--- src/n2a_pkg.sv ---
// Shared types, codes and helper functions for the number to ASCII formatter.
package n2a_pkg;

   localparam int ValueWidth = 32;
   localparam int DigitCount = 10;
   localparam int BcdWidth   = 4 * DigitCount;

   // Format selector codes
   localparam logic [1:0] OP_HEX_BYTE = 2'd0;
   localparam logic [1:0] OP_HEX_WORD = 2'd1;
   localparam logic [1:0] OP_DEC_BYTE = 2'd2;
   localparam logic [1:0] OP_DEC_WORD = 2'd3;

   // ASCII characters used by the formats
   localparam logic [7:0] CHAR_ZERO = 8'h30;
   localparam logic [7:0] CHAR_X    = 8'h78;
   localparam logic [7:0] CHAR_A    = 8'h61;

   // One classified job as it sits in the queue
   typedef struct packed {
      logic [ValueWidth-1:0] value;
      logic                  is_hex;
      logic                  is_word;
   } job_type;

   // A job together with its valid flag
   typedef struct packed {
      logic    valid;
      job_type job;
   } job_chan_type;

   // Map one nibble to a lowercase hex / decimal digit character
   function automatic logic [7:0] digit_char(input logic [3:0] nib);
      logic [7:0] wide;
      wide = {4'd0, nib};
      if (nib < 4'd10) begin
         return CHAR_ZERO + wide;
      end else begin
         return CHAR_A + wide - 8'd10;
      end
   endfunction

   // One shift-and-add-3 step: add 3 to every BCD digit of 5 or more, then shift in a bit
   function automatic logic [BcdWidth-1:0] dabble_step(input logic [BcdWidth-1:0] bcd,
                                                      input logic bit_in);
      logic [BcdWidth-1:0] adj;
      adj = bcd;
      for (int k = 0; k < DigitCount; k++) begin
         if (bcd[4*k +: 4] >= 4'd5) begin
            adj[4*k +: 4] = bcd[4*k +: 4] + 4'd3;
         end
      end
      return {adj[BcdWidth-2:0], bit_in};
   endfunction

endpackage

--- src/n2a_chan_if.sv ---
// Valid/ready channel interfaces for the formatter's request and response items.
interface n2a_req_if;
   logic        valid;
   logic        ready;
   logic [31:0] value;
   logic [1:0]  operation;

   modport source (output valid, output value, output operation, input ready);
   modport sink   (input valid, input value, input operation, output ready);
endinterface

interface n2a_rsp_if;
   logic       valid;
   logic       ready;
   logic [7:0] character;
   logic       last;

   modport source (output valid, output character, output last, input ready);
   modport sink   (input valid, input character, input last, output ready);
endinterface

--- src/n2a_front.sv ---
// Front end: accepts request items, decodes the format and masks byte values.
module n2a_front (
   n2a_req_if.sink              req,
   input  logic                 q_full,
   output n2a_pkg::job_chan_type push
);
   import n2a_pkg::*;

   // Accept whenever the queue has room
   assign req.ready  = !q_full;

   // Classify the format and drop unused bits for byte formats
   always_comb begin
      push.valid       = req.valid && !q_full;
      push.job.value   = req.value;
      push.job.is_hex  = 1'b0;
      push.job.is_word = 1'b0;
      unique case (req.operation)
         OP_HEX_BYTE: begin
            push.job.value  = {24'd0, req.value[7:0]};
            push.job.is_hex = 1'b1;
         end
         OP_HEX_WORD: begin
            push.job.is_hex  = 1'b1;
            push.job.is_word = 1'b1;
         end
         OP_DEC_BYTE: begin
            push.job.value = {24'd0, req.value[7:0]};
         end
         OP_DEC_WORD: begin
            push.job.is_word = 1'b1;
         end
         default: begin
            push.job.is_hex = 1'b0;
         end
      endcase
   end

endmodule

--- src/n2a_queue.sv ---
// Two-entry job queue between the front and back ends.
module n2a_queue (
   input  logic                  clock,
   input  logic                  reset,
   input  n2a_pkg::job_chan_type push,
   input  logic                  pop,
   output n2a_pkg::job_chan_type head,
   output logic                  full
);
   import n2a_pkg::*;

   job_type    mem_ff [2];
   logic       wr_ptr_ff, wr_ptr_in;
   logic       rd_ptr_ff, rd_ptr_in;
   logic [1:0] count_ff, count_in;
   logic       do_push, do_pop;

   assign full       = (count_ff == 2'd2);
   assign head.valid = (count_ff != 2'd0);
   assign head.job   = mem_ff[rd_ptr_ff];

   assign do_push = push.valid && !full;
   assign do_pop  = pop && head.valid;

   // Advance pointers and occupancy
   always_comb begin
      wr_ptr_in = do_push ? ~wr_ptr_ff : wr_ptr_ff;
      rd_ptr_in = do_pop ? ~rd_ptr_ff : rd_ptr_ff;
      count_in  = count_ff + {1'b0, do_push} - {1'b0, do_pop};
   end

   always_ff @(posedge clock) begin
      if (reset) begin
         wr_ptr_ff <= 1'b0;
         rd_ptr_ff <= 1'b0;
         count_ff  <= 2'd0;
      end else begin
         wr_ptr_ff <= wr_ptr_in;
         rd_ptr_ff <= rd_ptr_in;
         count_ff  <= count_in;
      end
   end

   // Store the pushed item
   always_ff @(posedge clock) begin
      if (do_push) begin
         mem_ff[wr_ptr_ff] <= push.job;
      end
   end

`ifndef NO_ASSERTIONS
   a_count_range: assert property (@(posedge clock) disable iff (reset)
      count_ff <= 2'd2) else $error("queue occupancy out of range");
   a_pop_empty: assert property (@(posedge clock) disable iff (reset)
      (count_ff == 2'd0 && !push.valid) |=> (count_ff == 2'd0))
      else $error("queue filled without a push");
   a_ptr_match: assert property (@(posedge clock) disable iff (reset)
      (count_ff == 2'd0 || count_ff == 2'd2) |-> (wr_ptr_ff == rd_ptr_ff))
      else $error("queue pointers disagree with occupancy");
`endif

endmodule

--- src/n2a_back.sv ---
// Back end: binary to BCD conversion, leading zero skip and character output.
module n2a_back (
   input  logic                  clock,
   input  logic                  reset,
   input  n2a_pkg::job_chan_type head,
   output logic                  pop,
   n2a_rsp_if.source             rsp
);
   import n2a_pkg::*;

   localparam logic [2:0] ST_IDLE = 3'd0;
   localparam logic [2:0] ST_CONV = 3'd1;
   localparam logic [2:0] ST_FIX  = 3'd2;
   localparam logic [2:0] ST_SKIP = 3'd3;
   localparam logic [2:0] ST_EMIT = 3'd4;

   logic [2:0]          state_ff, state_in;
   logic [BcdWidth-1:0] dig_ff, dig_in;
   logic [31:0]         bin_ff, bin_in;
   logic [4:0]          cnt_ff, cnt_in;
   logic [3:0]          ndig_ff, ndig_in;
   logic [1:0]          pre_ff, pre_in;
   logic                hex_ff, hex_in;
   logic                word_ff, word_in;
   logic                rsp_valid_ff, rsp_valid_in;
   logic [7:0]          char_ff, char_in;
   logic                last_ff, last_in;
   logic                out_free;
   logic                load_out;

   assign rsp.valid     = rsp_valid_ff;
   assign rsp.character = char_ff;
   assign rsp.last      = last_ff;

   assign pop      = (state_ff == ST_IDLE) && head.valid;
   assign out_free = !rsp_valid_ff || rsp.ready;

   // Sequence one job: load, convert, align, skip leading zeros, emit; hex jobs go from load to emit
   always_comb begin
      state_in     = state_ff;
      dig_in       = dig_ff;
      bin_in       = bin_ff;
      cnt_in       = cnt_ff;
      ndig_in      = ndig_ff;
      pre_in       = pre_ff;
      hex_in       = hex_ff;
      word_in      = word_ff;
      char_in      = char_ff;
      last_in      = last_ff;
      load_out     = 1'b0;
      rsp_valid_in = rsp_valid_ff && !rsp.ready;
      unique case (state_ff)
         ST_IDLE: begin
            if (head.valid) begin
               hex_in  = head.job.is_hex;
               word_in = head.job.is_word;
               if (head.job.is_hex) begin
                  pre_in   = 2'd2;
                  ndig_in  = head.job.is_word ? 4'd8 : 4'd2;
                  dig_in   = head.job.is_word ? {head.job.value, 8'd0}
                                              : {head.job.value[7:0], 32'd0};
                  state_in = ST_EMIT;
               end else begin
                  pre_in   = 2'd0;
                  bin_in   = head.job.value;
                  dig_in   = '0;
                  cnt_in   = 5'd31;
                  state_in = ST_CONV;
               end
            end
         end
         ST_CONV: begin
            dig_in = dabble_step(dig_ff, bin_ff[31]);
            bin_in = {bin_ff[30:0], 1'b0};
            cnt_in = cnt_ff - 5'd1;
            if (cnt_ff == 5'd0) begin
               state_in = ST_FIX;
            end
         end
         ST_FIX: begin
            if (word_ff) begin
               ndig_in  = 4'd10;
               state_in = ST_SKIP;
            end else begin
               dig_in   = {dig_ff[11:0], 28'd0};
               ndig_in  = 4'd3;
               state_in = ST_EMIT;
            end
         end
         ST_SKIP: begin
            // Drop leading zeros, keep at least one digit
            if (dig_ff[BcdWidth-1 -: 4] == 4'd0 && ndig_ff > 4'd1) begin
               dig_in  = {dig_ff[BcdWidth-5:0], 4'd0};
               ndig_in = ndig_ff - 4'd1;
            end else begin
               state_in = ST_EMIT;
            end
         end
         ST_EMIT: begin
            if (out_free) begin
               load_out     = 1'b1;
               rsp_valid_in = 1'b1;
               if (pre_ff == 2'd2) begin
                  char_in = CHAR_ZERO;
                  last_in = 1'b0;
                  pre_in  = 2'd1;
               end else if (pre_ff == 2'd1) begin
                  char_in = CHAR_X;
                  last_in = 1'b0;
                  pre_in  = 2'd0;
               end else begin
                  char_in = digit_char(dig_ff[BcdWidth-1 -: 4]);
                  last_in = (ndig_ff == 4'd1);
                  dig_in  = {dig_ff[BcdWidth-5:0], 4'd0};
                  ndig_in = ndig_ff - 4'd1;
                  if (ndig_ff == 4'd1) begin
                     state_in = ST_IDLE;
                  end
               end
            end
         end
         default: begin
            state_in = ST_IDLE;
         end
      endcase
   end

   always_ff @(posedge clock) begin
      if (reset) begin
         state_ff     <= ST_IDLE;
         rsp_valid_ff <= 1'b0;
         pre_ff       <= 2'd0;
         ndig_ff      <= 4'd0;
         cnt_ff       <= 5'd0;
      end else begin
         state_ff     <= state_in;
         rsp_valid_ff <= rsp_valid_in;
         pre_ff       <= pre_in;
         ndig_ff      <= ndig_in;
         cnt_ff       <= cnt_in;
      end
   end

   // Hold datapath and output payload
   always_ff @(posedge clock) begin
      dig_ff  <= dig_in;
      bin_ff  <= bin_in;
      hex_ff  <= hex_in;
      word_ff <= word_in;
      char_ff <= char_in;
      last_ff <= last_in;
   end

`ifndef NO_ASSERTIONS
   a_emit_digits: assert property (@(posedge clock) disable iff (reset)
      (state_ff == ST_EMIT) |-> (ndig_ff != 4'd0 && ndig_ff <= 4'd10))
      else $error("digit count out of range while emitting");
   a_prefix_hex: assert property (@(posedge clock) disable iff (reset)
      (pre_ff != 2'd0) |-> hex_ff) else $error("hex prefix on a decimal job");
   a_conv_decimal: assert property (@(posedge clock) disable iff (reset)
      (state_ff == ST_CONV || state_ff == ST_FIX) |-> !hex_ff)
      else $error("hex job entered BCD conversion");
   a_last_idle: assert property (@(posedge clock) disable iff (reset)
      (load_out && last_in) |=> (state_ff == ST_IDLE))
      else $error("sequencer kept running after the last character");
`endif

endmodule

--- src/number_to_ascii_formatter.sv ---
// Top level of the number to ASCII formatter.
//
// Takes one 32-bit value and a format code per request item and returns its
// ASCII text one character per response item, with last set on the final
// character. Formats: hex byte ("0x" and 2 digits), hex word ("0x" and 8
// digits), decimal byte (3 digits with leading zeros), decimal word (no
// leading zeros, a single '0' for zero). Hex items are loaded and then
// emitted one character at a time. Decimal items are loaded, run through
// shift-and-add-3 in the back end's BCD converter, aligned and then
// emitted; a word item also drops its leading zeros in a skip step before
// emitting. A receiver that holds a character off stalls the emit step.
// For decimal items the BCD converter sets the rate. A two-entry queue
// lets the front accept up to two more items while the back end works,
// and a registered output lets the back end start the next item while the
// last character of the previous one waits to be taken.
module number_to_ascii_formatter (
   input  logic      clock,
   input  logic      reset,
   n2a_req_if.sink   req_chan,
   n2a_rsp_if.source rsp_chan
);
   import n2a_pkg::*;

   job_chan_type push;
   job_chan_type head;
   logic         q_full;
   logic         pop;

   n2a_front u_front (
      .req    (req_chan),
      .q_full (q_full),
      .push   (push)
   );

   n2a_queue u_queue (
      .clock (clock),
      .reset (reset),
      .push  (push),
      .pop   (pop),
      .head  (head),
      .full  (q_full)
   );

   n2a_back u_back (
      .clock (clock),
      .reset (reset),
      .head  (head),
      .pop   (pop),
      .rsp   (rsp_chan)
   );

endmodule

--- src/flat_wrapper.sv ---
// flat-port wrapper written by rule: the top's interface ports become plain ports
module number_to_ascii_formatter_flat import n2a_pkg::*;
  (clock, reset, req_chan_valid, req_chan_value, req_chan_operation, req_chan_ready, rsp_chan_valid, rsp_chan_character, rsp_chan_last, rsp_chan_ready);
  n2a_req_if req_chan_i ();
  n2a_rsp_if rsp_chan_i ();
  input  logic clock;
  input  logic reset;
  input wire logic [$bits(req_chan_i.valid)-1:0] req_chan_valid;
  input wire logic [$bits(req_chan_i.value)-1:0] req_chan_value;
  input wire logic [$bits(req_chan_i.operation)-1:0] req_chan_operation;
  output wire logic [$bits(req_chan_i.ready)-1:0] req_chan_ready;
  output wire logic [$bits(rsp_chan_i.valid)-1:0] rsp_chan_valid;
  output wire logic [$bits(rsp_chan_i.character)-1:0] rsp_chan_character;
  output wire logic [$bits(rsp_chan_i.last)-1:0] rsp_chan_last;
  input wire logic [$bits(rsp_chan_i.ready)-1:0] rsp_chan_ready;
  assign req_chan_i.valid = req_chan_valid;
  assign req_chan_i.value = req_chan_value;
  assign req_chan_i.operation = req_chan_operation;
  assign req_chan_ready = req_chan_i.ready;
  assign rsp_chan_valid = rsp_chan_i.valid;
  assign rsp_chan_character = rsp_chan_i.character;
  assign rsp_chan_last = rsp_chan_i.last;
  assign rsp_chan_i.ready = rsp_chan_ready;
  number_to_ascii_formatter u_core (.clock(clock), .reset(reset), .req_chan(req_chan_i), .rsp_chan(rsp_chan_i));
endmodule
--- config.mk ---
export PLATFORM = sky130hd
export DESIGN_NAME = number_to_ascii_formatter_flat
export DESIGN_NICKNAME = d
export VERILOG_FILES = /design/src/n2a_pkg.sv /design/src/n2a_chan_if.sv /design/src/n2a_front.sv /design/src/n2a_queue.sv /design/src/n2a_back.sv /design/src/number_to_ascii_formatter.sv /design/src/flat_wrapper.sv
export SDC_FILE = /design/constraint.sdc
export NUM_CORES = 1
export LEC_CHECK = 0
export BUFFER_PORTS_ARGS = -buffer_cell sky130_fd_sc_hd__buf_2
export CAP_MARGIN = 5
export CORE_MARGIN = 2
export CORE_UTILIZATION = 30
export DETAILED_ROUTE_END_ITERATION = 10
export PLACE_DENSITY_LB_ADDON = 0.08
export RECOVER_POWER = 50
export SETUP_SLACK_MARGIN = 0.3
export SYNTH_ARGS = -nofsm -noshare
export SYNTH_HDL_FRONTEND = slang
export SYNTH_SLANG_ARGS = --single-unit
export TNS_END_PERCENT = 1
--- constraint.sdc ---
create_clock -name clock -period 3.1 [get_ports clock]
set_input_delay 0.465 -clock clock [delete_from_list [all_inputs] [get_ports clock]]
set_output_delay 0.465 -clock clock [all_outputs]
set_load 0.05 [all_outputs]
==> flow_metrics.tcl, run 1 <==
set metrics [dict create \
    utilization_pct 34.9 \
    diodes 0 \
    drc 0 \
    p_comb_share_pct 39.5 \
    critPathCaptureType "register" \
    grt_max_degree 49 \
    drv_slew 0 \
    io_pins 49 \
    synthDistinctLibCells 64 \
    row_count 61 \
    yosys_warnings 0 \
    routed_wl_um 19700 \
    synth-seq-cells 169 \
    die_w_um 171 \
    nNetsFinal 827 \
    regArea_um2 4870 \
    finalClockSkew_ps 11.9 \
    grt_pass1_wl_um 31200 \
    critPathMaxStageDelay_ps 820 \
    dr.pass1.iters 5 \
    yosysMostFrequentCell "edfxtp_1" \
    synth-seq-area-share_pct 58.3 \
    tightest_slew_ps 1070 \
    cts.sink_count 169 \
    leakage_uw 0.00339 \
    wl_per_cell_um 17.1 \
    dpl.cell_count 1121 \
    cts_resized 0 \
    htreeDepth 4 \
    vias 5563 \
    place_congestion 0.805 \
    syn-cell-area_um2 8360 \
    cts_tree "yes" \
    grt_pass1_vias 5715 \
    synth_nets 778 \
    seqPwrFrac_pct 40.5 \
    grt_use_total_pct 13.9 \
    insertion_delay_ps 430 \
    overflow 0 \
    nFillCells 2778 \
    p_int_uw 6460 \
    post_cts_buffers 0 \
    clockBufferDepth 2 \
    fin_hold_ws_ps 219 \
    worstSetupPathType "reg -> reg" \
    async_flop_share_pct 0 \
    hpwl_um 13600 \
    cts_buffers 17 \
    critical_path_required_ps 3470 \
    switching_share_pct 40.9 \
    power.share.clock_pct 20.0 \
    drtIter0Drc 413 \
    synthToLayoutAreaGrowth_pct 15.3 \
    hold_violations 0 \
    power.density_nw_per_um2 1130 \
    period_needed_ps 2650 \
    setup_ws_ps 451 \
    cp_num_buf_inv 0 \
    period_share_pct 85.5 \
    syn-instance-count 713 \
    fp.dieH_um 171 \
    synthTopCellsByCount "edfxtp_1, a21oi_1, nor2_1" \
    setup_viol 0 \
    postRouteAntennaNets 0 \
    irDropWorstVdd_v 0.000615 \
    multiInputGateArea_um2 3190 \
    crit_fanout 20 \
    setup_tns_ps 0 \
    drv_cap 0 \
    relSlewSlack_pct 28.1 \
    p_switching_uw 4470 \
    start_kind "register" \
    initial_core_util_pct 30.2 \
    design.core.area_um2 27600 \
    synth_edf_count 149 \
    io_buffers 47 \
    layout.cells.non_filler 1153 \
    cts-root-buf "clkbuf_16" \
    fp.dieArea_um2 29200 \
    dp_slack_ps 579 \
    synth_flop_cell "edfxtp_1" \
    drive_gt1_share_pct 12.8 \
    outcome "complete, no violations" \
    worstPathArrival_ps 3010 \
    syn_avg_cell_area_um2 11.7 \
    fmax_ghz 0.377 \
    antenna_found_initial 0 \
    viasPerCell 4.82 \
    synth_top_cell_by_area "edfxtp_1" \
    cpLargestDelayFamily "simple AND/OR/NAND/NOR gates" \
    hp-class "in -> reg" \
    cts.clk_slew.worst_paths_ps 80 \
    crit_slowest_cell "dfxtp_1" \
    synth_area_leaders "edfxtp_1, mux2i_1, dfxtp_1" \
    crit_chain "or3b_1 -> o22ai_1 -> nor4b_2 -> o2111ai_1 -> a21oi_1" \
    yosysTopAreaCellShare_pct 53.5 \
    rsz0062_at_grt "false" \
    hold_buffers 0 \
]
-- power by group through the flow --
stage | clock (uW) | combinational (uW) | sequential, uW
2_1_floorplan | 0 | 3170 | 4280
3_3_place_gp | 0 | 4320 | 4450
3_5_place_dp | 0 | 4410 | 4470
4_1_cts | 2250 | 4430 | 4430
5_1_grt | 2340 | 4840 | 4540
6_report | 2180 | 4320 | 4430
-- stage by stage --
step                power (uW)  instance area, um2
floorplan                 7450                8360
CTS                      11100                9670
finish                   10900                9630
global route             11700                9630
global placement          8770                9070
detailed placement        8880                9070
-- path summary, 6_finish.rpt --
| kind | startpoint | to | slack (ps) | depth (start not counted) |
|---|---|---|---|---|
| min reg2reg | u_core.u_back.cnt_ff[4]$_SDFFE_PP0P_ | u_core.u_back.cnt_ff[4]$_SDFFE_PP0P_ | 490 | 1 |
| max reg2reg | u_core.u_back.state_ff[2]$_SDFFE_PP0P_ | u_core.u_back.state_ff[2]$_SDFFE_PP0P_ | 450 | 5 |
| max | u_core.u_back.state_ff[2]$_SDFFE_PP0P_ | u_core.u_back.state_ff[2]$_SDFFE_PP0P_ | 450 | 5 |
| min | req_chan_value[0] | u_core.u_queue.mem_ff[0][2]$_DFFE_PP_ | 220 | 1 |
-- area by class of cell --
class | instances | share of cell area (%)
repair buffers | 65 | 3.78
well taps | 378 | 4.91
clock inverters | 15 | 1.78
clock buffers | 17 | 4.42
inverters | 34 | 1.33
flip-flops and latches | 169 | 50.6
multi-input cells | 475 | 33.2
-- flip-flops by register name (all words and copies together), names as in the netlist, named ones only --
register / cells
u_core.u_queue.count_ff: 2
u_core.u_back.rsp.character: 7
u_core.u_back.ndig_ff: 4
u_core.u_back.pre_ff: 2
u_core.u_queue.wr_ptr_ff: 1
u_core.u_back.cnt_ff: 5
u_core.u_back.dig_ff: 40
u_core.u_back.bin_ff: 32
u_core.u_queue.rd_ptr_ff: 1
u_core.u_back.rsp.valid: 1
u_core.u_back.rsp.last: 1
u_core.u_queue.mem_ff: 68
u_core.u_back.state_ff: 3
u_core.u_back.word_ff: 1
-- worst reg2reg max path: stages, from the launching register on --
cell       delay, ps
dfxtp_1          820
or3b_1           770
o22ai_1          180
nor4b_2          470
o2111ai_1        200
a21oi_1          150
-- per-layer routing --
| metal | global-route usage [%] | wire length (um) | up-vias |
|---|---|---|---|
| met5 | 0 | 0 | - |
| met4 | 4.31 | 233 | 0 |
| met3 | 3.22 | 607 | 16 |
| met2 | 22.6 | 9330 | 90 |
| met1 | 18.5 | 9510 | 2735 |
| li1 | - | - | 2722 |
-- kinds of logic after synthesis --
logic type	share of synthesized area (%)
AND/OR/NAND/NOR	12.6
AO/OA/AOI/OAI	13.4
flip-flops	58.3
buffers and inverters	3.56
multiplexers	5.68
adder cells (fa/ha/maj)	4.04
XOR/XNOR	2.31
other	0.0899
-- cells in the final DEF, fill, tap and decap left out, types with 4 or more instances in the layout --
cell type    n
a211oi_1     6
a21oi_1     73
a221o_1      5
a222oi_1     7
and2_0      27
buf_2       32
buf_4       12
clkbuf_1    17
clkbuf_16   17
clkinv_8     4
dfxtp_1     20
edfxtp_1   149
ha_1        27
inv_1       34
inv_8        6
mux2i_1     44
nand2_1     40
nand2b_1    13
nor2_1      70
nor2b_1      6
nor3_1      11
nor3b_1     12
o21ai_0     28
o21ai_1      7
o221ai_1    13
o31ai_1      4
xnor2_1     14
xor2_1       8
Power figures use the tool's default switching activity.
==> run 2, diff against run 1 <==
- SYNTH_HIERARCHICAL: not set -> 1
==> flow_metrics.tcl, run 2 <==
set metrics [dict create \
    layout.cells.non_filler 1223 \
    worstSetupPathType "reg -> reg" \
    critPathMaxStageDelay_ps 550 \
    r2r_slack_ps 490 \
    cts.sink_count 169 \
    critical_path_required_ps 3290 \
    tightest_slew_ps 1030 \
    initial_core_util_pct 30.5 \
    dp_slack_ps 627 \
    io_buffers 47 \
    hpwl_um 14900 \
    hold_violations 0 \
    grt_pass1_vias 6041 \
    worstPathArrival_ps 2800 \
    synth_area_leaders "edfxtp_1, nand2_1, mux2_2" \
    reg2reg_from "u_core/u_back/state_ff[2]$_SDFFE_PP0P_" \
    cpLargestDelayFamily "simple AND/OR/NAND/NOR gates" \
    start_kind "register" \
    drive_gt1_share_pct 18.2 \
    synth-seq-area-share_pct 55.5 \
    outcome "complete, no violations" \
    crit_slowest_cell "nand2b_1" \
    grt_use_total_pct 14.7 \
    period_needed_ps 2610 \
    antenna_found_initial 0 \
    largest_register "u_core/u_queue/mem_ff" \
    htreeDepth 4 \
    synth_edf_count 149 \
    reg2reg_depth 5 \
    die_w_um 175 \
    worstHoldStart "req_chan_value[2]" \
    cts-root-buf "clkbuf_16" \
    crit_fanout 20 \
    synthDistinctLibCells 70 \
    grt_max_degree 45 \
    power_uw 11500 \
    viasPerCell 4.90 \
    mostFrequentLayoutCell "edfxtp_1" \
    vias 5993 \
    reg2reg_to "u_core/u_back/dig_ff[8]$_DFFE_PP_" \
    finalClockSkew_ps 16.8 \
    dpl.cell_count 1191 \
    synth_nets 854 \
    cts.clk_slew.worst_paths_ps 80 \
    rsz0062_at_grt "false" \
    place_congestion 0.783 \
    setup_tns_ps 0 \
    fmax_ghz 0.383 \
    reg.largest.list "u_core/u_queue/mem_ff: 68 flops, u_core/u_back/dig_ff: 40 flops, u_core/u_back/bin_ff: 32 flops" \
    setup_viol 0 \
    design.core.area_um2 28800 \
    synth_flop_cell "edfxtp_1" \
    synth-seq-cells 169 \
    yosysMostFrequentCell "edfxtp_1" \
    cp_num_buf_inv 1 \
    yosys_warnings 6 \
    clockBufferDepth 2 \
    hp-class "in -> reg" \
    worstHoldEndpoint "u_core/u_queue/mem_ff[1][4]$_DFFE_PP_" \
    crit_chain "and2b_4 -> nand2b_1 -> buf_4 -> and2_0 -> a221o_1" \
    cts_tree "yes" \
    wl_per_cell_um 17.8 \
    leakage_uw 0.00364 \
    holdPathStages 1 \
    place_area_um2 9400 \
    synth_top_cell_by_area "edfxtp_1" \
    fp.dieH_um 175 \
    drv_slew 0 \
    power.density_nw_per_um2 1150 \
    crit_path_start "u_core/u_back/state_ff[2]$_SDFFE_PP0P_" \
    postRouteAntennaNets 0 \
    syn-cell-area_um2 8780 \
    diodes 0 \
    synthToLayoutAreaGrowth_pct 13.7 \
    io_pins 49 \
    yosysTopAreaCellShare_pct 51.0 \
    nNetsFinal 891 \
    async_flop_share_pct 0 \
    drc 0 \
    hold_buffers 0 \
    grt_pass1_wl_um 34900 \
    post_cts_buffers 0 \
    fp.dieArea_um2 30600 \
    cts_resized 0 \
    insertion_delay_ps 430 \
    synthTopCellsByCount "edfxtp_1, nand2_1, mux2_2, nor2_1, a21oi_1" \
    fin_area_um2 9980 \
    drv_cap 0 \
    overflow 0 \
    critPathCaptureType "register" \
    cts_buffers 17 \
    routed_wl_um 21800 \
    row_count 62 \
    dr.pass1.iters 5 \
    largest_register_ffs 68 \
    irDropWorstVdd_v 0.000628 \
    syn-instance-count 789 \
    period_share_pct 84.2 \
    relSlewSlack_pct 31.6 \
    setup_ws_ps 489 \
    syn_avg_cell_area_um2 11.1 \
    drtIter0Drc 467 \
    final_cell_mix "edfxtp_1, nand2_1, nor2_1" \
]
## run 2: changes by cell type after synthesis, sizes merged, moves of 10 or more
cell / delta
buf: +27
nor2: -29
nand2: +107
clkbuf: -17
mux2: +37
a21oi: -36
a32oi: +10
mux2i: -35
## run 2: layout make-up
class / instances / area (um2)
sequential: 169 / 4870
tap: 384 / 480
inverter: 36 / 135
clock inverter: 14 / 180
fill: 2847 / 18800
clock buffer: 18 / 429
multi-input combinational: 539 / 3530
timing repair buffer: 63 / 353
## run 2: metrics by stage
stage / util, % / hold WS [ps]
6_report: 34.7 / 227
5_1_grt: 34.7 / 207
4_1_cts: 34.8 / 206
3_5_place_dp: 32.7 / 490
3_3_place_gp: 32.7 / 470
2_1_floorplan: - / 451
## run 2: cell families after synthesis
logic type      count (synthesis)  share of synthesized area, %
compound gates                152                          11.9
xor+xnor                       19                          1.90
mux                            49                          6.16
flops                         169                          55.5
fa+ha+maj                      27                          3.85
other cells                     2                        0.0855
simple gates                  290                          16.0
buf+inv                        81                          4.56
## run 2: metal layers
layer / share of wire, % / routed length (um) / vias to the layer above / GRT usage (%)
met1: 49 / 10700 / 2942 / 20.7
met5: 0 / 0 / - / 0
met4: 1.0 / 223 / 0 / 3.61
li1: - / - / 2910 / -
met2: 46 / 9980 / 126 / 23.7
met3: 4.1 / 891 / 15 / 2.28
## run 2: report_power, final
group	leakage (uW)	internal (uW)	total (uW)	switching (uW)
Sequential	0.00159	3780	4410	630
Combinational	0.00175	1820	4890	3070
Clock	0.000294	1100	2180	1080
## run 2: how the worst max path moves through the flow
stage	endpoint	slack, ps	cells after the start
4_1_cts	u_core/u_back/cnt_ff[3]$_SDFFE_PP0P_	620	7
2_1_floorplan	u_core/u_back/dig_ff[0]$_SDFFCE_PP0P_	200	6
5_1_grt	u_core/u_back/dig_ff[9]$_DFFE_PP_	260	6
6_report	u_core/u_back/dig_ff[8]$_DFFE_PP_	490	5
3_3_place_gp	u_core/u_back/dig_ff[33]$_DFFE_PP_	720	6
3_5_place_dp	u_core/u_back/cnt_ff[3]$_SDFFE_PP0P_	630	7
## run 2: worst reg2reg max path, stage by stage (launching register included)
cell,delay (ps)
dfxtp_1,440
and2b_4,350
nand2b_1,550
buf_4,460
and2_0,260
a221o_1,310
==> run 3, diff against run 2 <==
- clock period: 3.1 -> 2.5 ns (I/O delays scaled with it)
==> flow_metrics.tcl, run 3 (same netlist as run 2, synthesis figures left out) <==
set metrics [dict create \
    outcome "complete, no violations" \
    initial_core_util_pct 30.5 \
    drc 0 \
    grt_pass1_vias 6035 \
    dr.pass1.iters 5 \
    fmax_ghz 0.445 \
    worstSetupPathType "reg -> reg" \
    fin_area_um2 10200 \
    antenna_found_initial 0 \
    reg.largest.list "u_core/u_queue/mem_ff: 68 flops, u_core/u_back/dig_ff: 40 flops, u_core/u_back/bin_ff: 32 flops" \
    io_pins 49 \
    drv_cap 0 \
    drive_gt1_share_pct 20.1 \
    tightest_slew_ps 978 \
    wl_per_cell_um 17.9 \
    design.core.area_um2 28800 \
    io_buffers 47 \
    cts_tree "yes" \
    clockBufferDepth 2 \
    reg2reg_from "u_core/u_back/state_ff[2]$_SDFFE_PP0P_" \
    fp.dieH_um 175 \
    critPathCaptureType "register" \
    mostFrequentLayoutCell "edfxtp_1" \
    viasPerCell 4.89 \
    synthToLayoutAreaGrowth_pct 15.8 \
    postRouteAntennaNets 0 \
    setup_tns_ps 0 \
    setup_viol 0 \
    period_share_pct 89.9 \
    hpwl_um 15300 \
    fp.dieArea_um2 30600 \
    drtIter0Drc 554 \
    die_w_um 175 \
    overflow 0 \
    nNetsFinal 904 \
    hp-class "in -> reg" \
    relSlewSlack_pct 34.8 \
    grt_use_total_pct 14.6 \
    cts.clk_slew.worst_paths_ps 70 \
    fin_hold_ws_ps 138 \
    hold_violations 0 \
    leakage_uw 0.00373 \
    routed_wl_um 22100 \
    finalClockSkew_ps 12.4 \
    irDropWorstVdd_v 0.000598 \
    vias 6050 \
    largest_register_ffs 68 \
    htreeDepth 4 \
    place_area_um2 9510 \
    grt_pass1_wl_um 34600 \
    rsz0062_at_grt "true" \
    cts_buffers 17 \
    row_count 62 \
    start_kind "register" \
    drv_slew 0 \
    final_cell_mix "edfxtp_1, nand2_1, nor2_1, mux2_2, a21oi_1" \
    diodes 0 \
    grt_max_degree 45 \
    critical_path_required_ps 2780 \
    cts-root-buf "clkbuf_16" \
    largest_register "u_core/u_queue/mem_ff" \
    cts.sink_count 169 \
    worstPathArrival_ps 2530 \
    crit_fanout 30 \
    period_needed_ps 2250 \
    nFillCells 2855 \
    worstHoldStart "req_chan_value[0]" \
    crit_path_start "u_core/u_back/state_ff[2]$_SDFFE_PP0P_" \
    insertion_delay_ps 430 \
    power.density_nw_per_um2 1460 \
    power_uw 14800 \
    place_congestion 0.827 \
]
-- run 3: worst paths after layout --
check                                                to  slack (ps)  depth (start not counted)
setup / recovery     u_core/u_back/bin_ff[23]$_DFFE_PP_         250                          6
hold / removal    u_core/u_queue/mem_ff[1][2]$_DFFE_PP_         140                          1
setup reg to reg     u_core/u_back/bin_ff[23]$_DFFE_PP_         250                          6
hold reg to reg   u_core/u_queue/wr_ptr_ff$_SDFFE_PP0P_         500                          2
-- run 3: final cells by class --
type | count | area, um2 | share of cell area, %
Tap cell | 384 | 480 | 4.72
Timing Repair Buffer | 76 | 522 | 5.13
Multi-Input combinational cell | 539 | 3530 | 34.7
Clock buffer | 17 | 425 | 4.18
Inverter | 36 | 135 | 1.33
Sequential cell | 169 | 4880 | 48.0
Clock inverter | 15 | 200 | 1.97
-- run 3: metrics by stage --
step | setup slack, ps | std cells | util (%)
floorplan | 85.1 | 789 | -
global placement | 275 | 1200 | 33.1
detailed placement | 299 | 1200 | 33.1
CTS | 306 | 1232 | 35.2
global route | 125 | 1236 | 35.3
finish | 253 | 1236 | 35.3
-- run 3: critical path, stage by stage (launching register included) --
cell and delay, ps:
dfxtp_1 430, buf_4 230, nand2b_1 230, nor2_4 370, clkbuf_2 600, nand2_1 110, nand2_1 120
-- run 3: timing repair --
item,in CTS,in global routing
setup buffers,0,1
pin swaps,0,1
hold buffers,0,0
endpoints found under the setup margin,1,59
hold endpoints to repair,0,0
cloned,0,3
gates resized for setup,1,6
-- run 3: metal layers --
layer	wire [um]	part of all wire [%]	GRT usage, %	up-vias
li1	-	-	-	2936
met1	11000	50	21.2	2961
met2	10100	46	22.7	138
met3	781	3.5	2.20	15
met4	266	1.2	3.85	0
met5	0	0	0	-
-- run 3: power by group --
group          internal (uW)  switching [uW]
clock network           1460            1310
registers               4680             774
logic                   2620            3990
total                   8770            6070
